**src/design/aoc_pkg.sv**
```systemverilog
// ----------------------------------------------------------------------------
// aoc_pkg
// Types, constants and the rounded 8-bit multiply shared by the compositor.
// ----------------------------------------------------------------------------
package aoc_pkg;

    localparam int unsigned NUM_COLOURS = 3;
    localparam logic [7:0]  FULL_ALPHA  = 8'd255;
    localparam logic [7:0]  OPACITY_RST = 8'd255;
    localparam logic [16:0] ROUND_BIAS  = 17'd128;

    // One channel of the restoring divider.
    typedef struct packed {
        logic [7:0] rem;
        logic [7:0] lo;
        logic [7:0] quo;
        logic       sat;
    } div_t;

    typedef struct packed {
        logic [7:0] red;
        logic [7:0] green;
        logic [7:0] blue;
        logic [7:0] alpha;
    } pixel_t;

    // Rounded product a*b/255 in the form (t + (t >> 8)) >> 8, t = a*b + 128.
    function automatic logic [7:0] mul255(input logic [7:0] a, input logic [7:0] b);
        logic [15:0] p;
        logic [16:0] t;
        logic [16:0] s;
        p = a * b;
        t = {1'b0, p} + ROUND_BIAS;
        s = t + {8'd0, t[16:8]};
        return s[15:8];
    endfunction

    function automatic logic [7:0] sat8(input logic [8:0] v);
        return v[8] ? FULL_ALPHA : v[7:0];
    endfunction

endpackage

```
**src/design/aoc_in_if.sv**
```systemverilog
// ----------------------------------------------------------------------------
// aoc_in_if
// Input channel: one source and one destination pixel per word.
// ----------------------------------------------------------------------------
interface aoc_in_if;
    logic       valid;
    logic       ready;
    logic [7:0] src_red;
    logic [7:0] src_green;
    logic [7:0] src_blue;
    logic [7:0] src_alpha;
    logic [7:0] dst_red;
    logic [7:0] dst_green;
    logic [7:0] dst_blue;
    logic [7:0] dst_alpha;

    modport source (output valid, src_red, src_green, src_blue, src_alpha,
                    dst_red, dst_green, dst_blue, dst_alpha, input ready);
    modport sink (input valid, src_red, src_green, src_blue, src_alpha,
                  dst_red, dst_green, dst_blue, dst_alpha, output ready);
endinterface

```
**src/design/aoc_out_if.sv**
```systemverilog
// ----------------------------------------------------------------------------
// aoc_out_if
// Output channel: one composited pixel per word.
// ----------------------------------------------------------------------------
interface aoc_out_if;
    logic       valid;
    logic       ready;
    logic [7:0] out_red;
    logic [7:0] out_green;
    logic [7:0] out_blue;
    logic [7:0] out_alpha;

    modport source (output valid, out_red, out_green, out_blue, out_alpha, input ready);
    modport sink (input valid, out_red, out_green, out_blue, out_alpha, output ready);
endinterface

```
**src/design/aoc_cfg_if.sv**
```systemverilog
// ----------------------------------------------------------------------------
// aoc_cfg_if
// Configuration write channel carrying the global opacity.
// ----------------------------------------------------------------------------
interface aoc_cfg_if;
    logic       valid;
    logic       ready;
    logic [7:0] data;

    modport source (output valid, data, input ready);
    modport sink (input valid, data, output ready);
endinterface

```
**src/design/alpha_over_compositor_top.sv**
```systemverilog
// ----------------------------------------------------------------------------
// alpha_over_compositor_top
// Source-over compositing of straight-alpha 8-bit RGBA pixels.
// ----------------------------------------------------------------------------
// The block takes one word per clock while the output is not stalled, each
// holding a source and a destination pixel, and returns one composited pixel
// per word, in order. It is an eight-stage pipeline: opacity scaling, the
// rounded products, the blend sums, the division set-up and four stages of a
// restoring divider that settle two quotient bits each. The whole
// pipeline advances together whenever the output register is empty or being
// emptied, so a stall at the output freezes every stage and nothing is lost or
// repeated. The global opacity resets to 255 and is written over the
// configuration channel, which is always ready; it should only be changed
// while no pixel is in flight.
module alpha_over_compositor_top
    import aoc_pkg::*;
(
    input  logic clk,
    input  logic rst_n,
    aoc_in_if.sink    in_pix,
    aoc_out_if.source out_pix,
    aoc_cfg_if.sink   cfg
);

    localparam int unsigned DEPTH = 8;

    logic [7:0]       opacity_reg;
    logic [DEPTH:1]   valid_reg;
    logic             adv;

    // Stage 1: inputs and effective source alpha.
    logic [7:0] s1_src_reg [NUM_COLOURS];
    logic [7:0] s1_dst_reg [NUM_COLOURS];
    logic [7:0] s1_ea_reg;
    logic [7:0] s1_da_reg;
    logic [7:0] s1_ea_next;

    // Stage 2: products and bypass decision.
    logic [7:0] s2_ms_reg  [NUM_COLOURS];
    logic [7:0] s2_md_reg  [NUM_COLOURS];
    logic [7:0] s2_ea_reg;
    logic [7:0] s2_inv_reg;
    logic [7:0] s2_mda_reg;

    // Bypass pixels and flags travel alongside, stage 2 to stage 8.
    pixel_t     byp_reg  [2:DEPTH];
    logic       bypf_reg [2:DEPTH];
    pixel_t     byp_next;
    logic       bypf_next;

    // Stage 3: blend sums and combined alpha.
    logic [7:0] s3_v_reg [NUM_COLOURS];
    logic [7:0] s3_ca_reg;
    logic [7:0] ca_sat;

    // Stage 4 onwards: divider.
    div_t       div_d  [4:DEPTH][NUM_COLOURS];
    logic [7:0] div_ca [4:DEPTH];
    div_t       s4_next [NUM_COLOURS];

    assign adv          = !valid_reg[DEPTH] || out_pix.ready;
    assign in_pix.ready = adv;
    assign cfg.ready    = 1'b1;

    always_ff @(posedge clk or negedge rst_n)
    begin
        if (!rst_n)
        begin
            opacity_reg <= OPACITY_RST;
            valid_reg   <= '0;
        end
        else
        begin
            if (cfg.valid)
                opacity_reg <= cfg.data;
            if (adv)
                valid_reg <= {valid_reg[DEPTH-1:1], in_pix.valid};
        end
    end

    // Scaling is skipped for full opacity or a transparent source.
    assign s1_ea_next = (opacity_reg != FULL_ALPHA && in_pix.src_alpha != 8'd0)
                        ? mul255(in_pix.src_alpha, opacity_reg) : in_pix.src_alpha;

    always_comb
    begin
        logic copy_src;
        copy_src  = (s1_ea_reg == FULL_ALPHA) || (s1_da_reg == 8'd0 && s1_ea_reg != 8'd0);
        bypf_next = copy_src || (s1_ea_reg == 8'd0);
        if (copy_src)
            byp_next = '{red: s1_src_reg[0], green: s1_src_reg[1],
                         blue: s1_src_reg[2], alpha: s1_ea_reg};
        else
            byp_next = '{red: s1_dst_reg[0], green: s1_dst_reg[1],
                         blue: s1_dst_reg[2], alpha: s1_da_reg};
    end

    always_comb
    begin
        logic [8:0] ca_sum;
        ca_sum = {1'b0, s2_ea_reg} + {1'b0, s2_mda_reg};
        ca_sat = sat8(ca_sum);
        if (ca_sat == 8'd0)
            ca_sat = 8'd1;
    end

    // Division set-up: N = v * 255; a quotient of 256 or more saturates.
    always_comb
    begin
        for (int c = 0; c < NUM_COLOURS; c++)
        begin
            logic [15:0] n;
            n = {s3_v_reg[c], 8'd0} - {8'd0, s3_v_reg[c]};
            s4_next[c].rem = n[15:8];
            s4_next[c].lo  = n[7:0];
            s4_next[c].quo = '0;
            s4_next[c].sat = n[15:8] >= s3_ca_reg;
        end
    end

    always_ff @(posedge clk)
    begin
        if (adv)
        begin
            s1_src_reg <= '{in_pix.src_red, in_pix.src_green, in_pix.src_blue};
            s1_dst_reg <= '{in_pix.dst_red, in_pix.dst_green, in_pix.dst_blue};
            s1_ea_reg  <= s1_ea_next;
            s1_da_reg  <= in_pix.dst_alpha;

            for (int c = 0; c < NUM_COLOURS; c++)
            begin
                s2_ms_reg[c] <= mul255(s1_src_reg[c], s1_ea_reg);
                s2_md_reg[c] <= mul255(s1_dst_reg[c], s1_da_reg);
            end
            s2_ea_reg  <= s1_ea_reg;
            s2_inv_reg <= FULL_ALPHA - s1_ea_reg;
            s2_mda_reg <= mul255(s1_da_reg, FULL_ALPHA - s1_ea_reg);
            byp_reg[2]  <= byp_next;
            bypf_reg[2] <= bypf_next;

            for (int c = 0; c < NUM_COLOURS; c++)
                s3_v_reg[c] <= sat8({1'b0, s2_ms_reg[c]}
                                    + {1'b0, mul255(s2_md_reg[c], s2_inv_reg)});
            s3_ca_reg <= ca_sat;

            div_d[4]  <= s4_next;
            div_ca[4] <= s3_ca_reg;

            for (int k = 3; k <= DEPTH; k++)
            begin
                byp_reg[k]  <= byp_reg[k-1];
                bypf_reg[k] <= bypf_reg[k-1];
            end
        end
    end

    // Stages 5 to 8: two quotient bits per stage.
    for (genvar g = 5; g <= DEPTH; g++)
    begin : g_div
        aoc_div_stage u_div (
            .clk    (clk),
            .en     (adv),
            .ca_in  (div_ca[g-1]),
            .d_in   (div_d[g-1]),
            .ca_out (div_ca[g]),
            .d_out  (div_d[g])
        );
    end

    always_comb
    begin
        out_pix.valid = valid_reg[DEPTH];
        if (bypf_reg[DEPTH])
        begin
            out_pix.out_red   = byp_reg[DEPTH].red;
            out_pix.out_green = byp_reg[DEPTH].green;
            out_pix.out_blue  = byp_reg[DEPTH].blue;
            out_pix.out_alpha = byp_reg[DEPTH].alpha;
        end
        else
        begin
            out_pix.out_red   = div_d[DEPTH][0].sat ? FULL_ALPHA : div_d[DEPTH][0].quo;
            out_pix.out_green = div_d[DEPTH][1].sat ? FULL_ALPHA : div_d[DEPTH][1].quo;
            out_pix.out_blue  = div_d[DEPTH][2].sat ? FULL_ALPHA : div_d[DEPTH][2].quo;
            out_pix.out_alpha = div_ca[DEPTH];
        end
    end

endmodule

```
**src/design/aoc_div_stage.sv**
```systemverilog
// ----------------------------------------------------------------------------
// aoc_div_stage
// Two restoring division steps for every colour channel, registered.
// ----------------------------------------------------------------------------
module aoc_div_stage
    import aoc_pkg::*;
(
    input  logic       clk,
    input  logic       en,
    input  logic [7:0] ca_in,
    input  div_t       d_in  [NUM_COLOURS],
    output logic [7:0] ca_out,
    output div_t       d_out [NUM_COLOURS]
);

    div_t d_next [NUM_COLOURS];

    always_comb
    begin
        for (int c = 0; c < NUM_COLOURS; c++)
        begin
            d_next[c] = d_in[c];
            for (int s = 0; s < 2; s++)
            begin
                logic [8:0] r9;
                logic [8:0] diff;
                r9   = {d_next[c].rem, d_next[c].lo[7]};
                diff = r9 - {1'b0, ca_in};
                d_next[c].lo = {d_next[c].lo[6:0], 1'b0};
                if (r9 >= {1'b0, ca_in})
                begin
                    d_next[c].rem = diff[7:0];
                    d_next[c].quo = {d_next[c].quo[6:0], 1'b1};
                end
                else
                begin
                    d_next[c].rem = r9[7:0];
                    d_next[c].quo = {d_next[c].quo[6:0], 1'b0};
                end
            end
        end
    end

    always_ff @(posedge clk)
    begin
        if (en)
        begin
            ca_out <= ca_in;
            d_out  <= d_next;
        end
    end

endmodule
```
**src/flat_wrapper.sv**
```systemverilog
// flat-port wrapper written by rule: the top's interface ports become plain ports
module alpha_over_compositor_top_flat import aoc_pkg::*;
  (clk, rst_n, in_pix_valid, in_pix_src_red, in_pix_src_green, in_pix_src_blue, in_pix_src_alpha, in_pix_dst_red, in_pix_dst_green, in_pix_dst_blue, in_pix_dst_alpha, in_pix_ready, out_pix_valid, out_pix_out_red, out_pix_out_green, out_pix_out_blue, out_pix_out_alpha, out_pix_ready, cfg_valid, cfg_data, cfg_ready);
  aoc_in_if in_pix_i ();
  aoc_out_if out_pix_i ();
  aoc_cfg_if cfg_i ();
  input  logic clk;
  input  logic rst_n;
  input wire logic [$bits(in_pix_i.valid)-1:0] in_pix_valid;
  input wire logic [$bits(in_pix_i.src_red)-1:0] in_pix_src_red;
  input wire logic [$bits(in_pix_i.src_green)-1:0] in_pix_src_green;
  input wire logic [$bits(in_pix_i.src_blue)-1:0] in_pix_src_blue;
  input wire logic [$bits(in_pix_i.src_alpha)-1:0] in_pix_src_alpha;
  input wire logic [$bits(in_pix_i.dst_red)-1:0] in_pix_dst_red;
  input wire logic [$bits(in_pix_i.dst_green)-1:0] in_pix_dst_green;
  input wire logic [$bits(in_pix_i.dst_blue)-1:0] in_pix_dst_blue;
  input wire logic [$bits(in_pix_i.dst_alpha)-1:0] in_pix_dst_alpha;
  output wire logic [$bits(in_pix_i.ready)-1:0] in_pix_ready;
  output wire logic [$bits(out_pix_i.valid)-1:0] out_pix_valid;
  output wire logic [$bits(out_pix_i.out_red)-1:0] out_pix_out_red;
  output wire logic [$bits(out_pix_i.out_green)-1:0] out_pix_out_green;
  output wire logic [$bits(out_pix_i.out_blue)-1:0] out_pix_out_blue;
  output wire logic [$bits(out_pix_i.out_alpha)-1:0] out_pix_out_alpha;
  input wire logic [$bits(out_pix_i.ready)-1:0] out_pix_ready;
  input wire logic [$bits(cfg_i.valid)-1:0] cfg_valid;
  input wire logic [$bits(cfg_i.data)-1:0] cfg_data;
  output wire logic [$bits(cfg_i.ready)-1:0] cfg_ready;
  assign in_pix_i.valid = in_pix_valid;
  assign in_pix_i.src_red = in_pix_src_red;
  assign in_pix_i.src_green = in_pix_src_green;
  assign in_pix_i.src_blue = in_pix_src_blue;
  assign in_pix_i.src_alpha = in_pix_src_alpha;
  assign in_pix_i.dst_red = in_pix_dst_red;
  assign in_pix_i.dst_green = in_pix_dst_green;
  assign in_pix_i.dst_blue = in_pix_dst_blue;
  assign in_pix_i.dst_alpha = in_pix_dst_alpha;
  assign in_pix_ready = in_pix_i.ready;
  assign out_pix_valid = out_pix_i.valid;
  assign out_pix_out_red = out_pix_i.out_red;
  assign out_pix_out_green = out_pix_i.out_green;
  assign out_pix_out_blue = out_pix_i.out_blue;
  assign out_pix_out_alpha = out_pix_i.out_alpha;
  assign out_pix_i.ready = out_pix_ready;
  assign cfg_i.valid = cfg_valid;
  assign cfg_i.data = cfg_data;
  assign cfg_ready = cfg_i.ready;
  alpha_over_compositor_top u_core (.clk(clk), .rst_n(rst_n), .in_pix(in_pix_i), .out_pix(out_pix_i), .cfg(cfg_i));
endmodule
```
**config.mk**
```make
export PLATFORM = sky130hd
export DESIGN_NAME = alpha_over_compositor_top_flat
export DESIGN_NICKNAME = d
export VERILOG_FILES = /design/src/design/aoc_pkg.sv /design/src/design/aoc_in_if.sv /design/src/design/aoc_out_if.sv /design/src/design/aoc_cfg_if.sv /design/src/design/alpha_over_compositor_top.sv /design/src/design/aoc_div_stage.sv /design/src/flat_wrapper.sv
export SDC_FILE = /design/constraint.sdc
export NUM_CORES = 2
export LEC_CHECK = 0
export BUFFER_PORTS_ARGS = -buffer_cell sky130_fd_sc_hd__clkbuf_2
export CAP_MARGIN = 20
export CORE_ASPECT_RATIO = 0.9
export CORE_MARGIN = 2
export CORE_UTILIZATION = 45
export DETAILED_ROUTE_END_ITERATION = 7
export PLACE_DENSITY_LB_ADDON = 0.12
export SYNTH_ARGS = -nofsm -noshare
export SYNTH_HDL_FRONTEND = slang
export SYNTH_SLANG_ARGS = --single-unit
```
**constraint.sdc**
```tcl
create_clock -name clk -period 44.7 [get_ports clk]
set_clock_uncertainty 0.2 [all_clocks]
set_input_delay 4.47 -clock clk [delete_from_list [all_inputs] [get_ports clk]]
set_output_delay 4.47 -clock clk [all_outputs]
set_load 0.03 [all_outputs]
```
==> impl_results.md <==
- Critical Path RT: approximately 45 ns
- Status: complete, no violations
- Die Ht: approximately 350 µm
- WP data arrival: around 10 ns
- Final Cycle Share: 22.8%
- Core area: 0.133 mm²
- Slowest cell on crit path: fa_1
- CTS clk-pin slew, worst paths: about 0.060 ns
- Final Hold Fails: 0
- Critical Path Most Common Cell: ha_1
- Simple-gate portion of the synthesized area: around an eighth
- Synth Instances: roughly 5600
- Post-Synthesis Net Count: 6898
- Post-synthesis sequential area ratio: between 30% and 40%
- Synth Area in Compound Gates: ~7.9%
- Worst Setup End Kind: flip-flop
- Initial Utilization: a little under half
- Layout cell share with drive strength beyond 1: roughly 8.8%
- Post-synth EDFFs: 670
- GR Util met2: between 30% and 40%
- Total number of vias: 38700
- Area Growth Syn to Fin: 8.40%
- Most Crowded Layer GR: met2
- DRT Wirelength: roughly 140 mm
- # resized after CTS: 0
- Commonest non-fill, non-tap cell in the layout: inv_1
- Number of buffers created by CTS: between 70 and 80
- Most frequent cells in the layout: inv_1 (824), ha_1 (806), edfxtp_1 (670), nand2_1 (498), fa_1 (432)
- Area fraction of the dominant cell type after synthesis: between 30% and 40%
- Final core occ: between 40 and 50%
- Root buf cell: clkbuf_16
- Synth area leaders: edfxtp_1 (33%), ha_1 (17%), fa_1 (14%)
- First-pass GRT wire length: ~220 mm
- Port bufs: between 100 and 150
- Worst slack, placed: between 30 and 40 ns
- GRT Util Overall: 20.6%
- Worst hold slack: about 0.20 ns
- Top_reg_cell synth: edfxtp_1
- Vias in the first global route: ~40000
- Grt total ovfl: 0
- DR WL/cell: 18.5 µm
- Setup TNS: 0 ns
- F_max: around 0.1 GHz
- Worst setup path category: in2reg
- Initial drt markers: 2236
- Die Span X: between 300 and 400 µm
- Max-slew violations: 0
- Post-Syn Area: 0.0602 mm²
- I/O Pins: between 100 and 150
- M1 GR Usage: 27.9%
- Vias per inst: between 5 and 6
- H-tree depth: 3
- Yosys cell types: 91
- Post-Synth Adder-Cell Area: between 30% and 40%
- CTS tree: yes
- Xor-xnor portion of the synthesized cell area: under 10%
- Largest net degree at the start of global routing: around 130
- Synth warnings: 0
- Post-layout nets: about 7000
- Post-CTS Setup Inserts: 0
- Mapped Avg Cell Area: 10.8 µm²
- Multiplexer share of the synthesized area: 4.02%
- Std-Cell Rows: about 130
- Initial antenna violation count: 5
- Post-route ant nets: 0
- Crit path largest cell delay: between 0.5 and 0.6 ns
- Synthesized flop and latch total: between 600 and 700
- First-pass DRT Iterations: 5
- Setup Viol. Count Final: 0
- Synth area leader: edfxtp_1
- Max reg flops: roughly 220
- M3 GR Usage: about 2.8%
- Largest family of logic cells by synthesized area: adder cells
- Max-cap violations: 0
- Clock tree buffer depth: 3
- Clk_lat worst skew: 0.69 ns
- PnR worst setup slack: 34.53 ns
- Crit Path Max Fanout: 10
- Die footprint: roughly 0.14 mm²
- Asr flop ratio synth: under 10%
- Hold Path Class: reg2reg
- Min Clock Period, post-route: ~10 ns
- Slew headroom: 32.5%
- HPWL Detailed: ~110 mm
- Clk sinks: approximately 690
- GPL Wtd Cong: about 0.85
- Startpoint Class: primary input
- Tightest Pin Transition: ~1.0 ns
- Hold buffers post-CTS: 0
- RSZ-0062 raised after global routing: false
- Drt drc: 0
-- path summary, 6_finish.rpt --
check / cells after the start / end / start / slack, ns
worst min-delay path: 0 / u_core.byp_reg[0][96] / u_core.byp_reg[0][64] / 0.20
min in group asynchronous: 1 / u_core.valid_reg[6] / rst_n / 3.50
worst max register to register: 32 / u_core.s3_v_reg[0][19] / u_core.s2_inv_reg[5] / 35.41
worst min register to register: 0 / u_core.byp_reg[0][96] / u_core.byp_reg[0][64] / 0.20
worst max-delay path: 25 / u_core.s1_ea_reg[7] / in_pix_src_alpha[3] / 34.53
max in group asynchronous: 1 / u_core.opacity_reg[3] / rst_n / 40.49
-- metal layers --
metal	part of all wire [%]	routed length, µm	vias to the layer above
met5	0.0094	13	-
met1	46	63600	18900
met4	2.8	3830	2
met2	48	65700	584
met3	3.6	4920	172
li1	-	-	19100
-- Yosys cell counts, drive strengths merged (108+ instances only) --
master,n
a21oi,195
ha,806
fa,432
xnor2,216
o21ai,176
and2,377
xor2,108
inv,824
nor2,238
mux2,179
nand2,498
edfxtp,670
-- final cells by class --
type                    count  area [µm²]
diodes                      1        2.50
clock buffers              93        1990
clock inverters            46         533
fillers                 12100       67800
inverters                 827        3100
multi-input cells        3945       36100
flip-flops and latches    686       20500
well taps                1741        2180
repair buffers            142         823
-- worst max-delay path: cells and delay by family --
| kind | cells | cell delay [ns] |
|---|---|---|
| AO/OA/AOI/OAI | 5 | 1.13 |
| AND/OR/NAND/NOR | 5 | 0.99 |
| XOR/XNOR | 2 | 0.47 |
| multiplexers | 2 | 0.43 |
| adder cells (fa/ha/maj) | 7 | 2.55 |
| buffers and inverters | 4 | 0.37 |
-- cell families after synthesis --
kind of cell             after synthesis
AO/OA/AOI/OAI                        704
XOR/XNOR                             326
other                                  1
buffers and inverters                952
AND/OR/NAND/NOR                     1455
multiplexers                         219
adder cells (fa/ha/maj)             1240
flip-flops                           686
-- metrics by stage --
stage	instances	cell area (µm²)
after floorplan	5583	60200
after global placement	7339	62700
after detailed placement	7339	62700
after CTS	7478	65200
after global routing	7480	65200
final	7481	65200
Power is left out: the tool's default activity adds up to more than one toggle a clock period on the data nets, which glitch-free logic cannot reach.
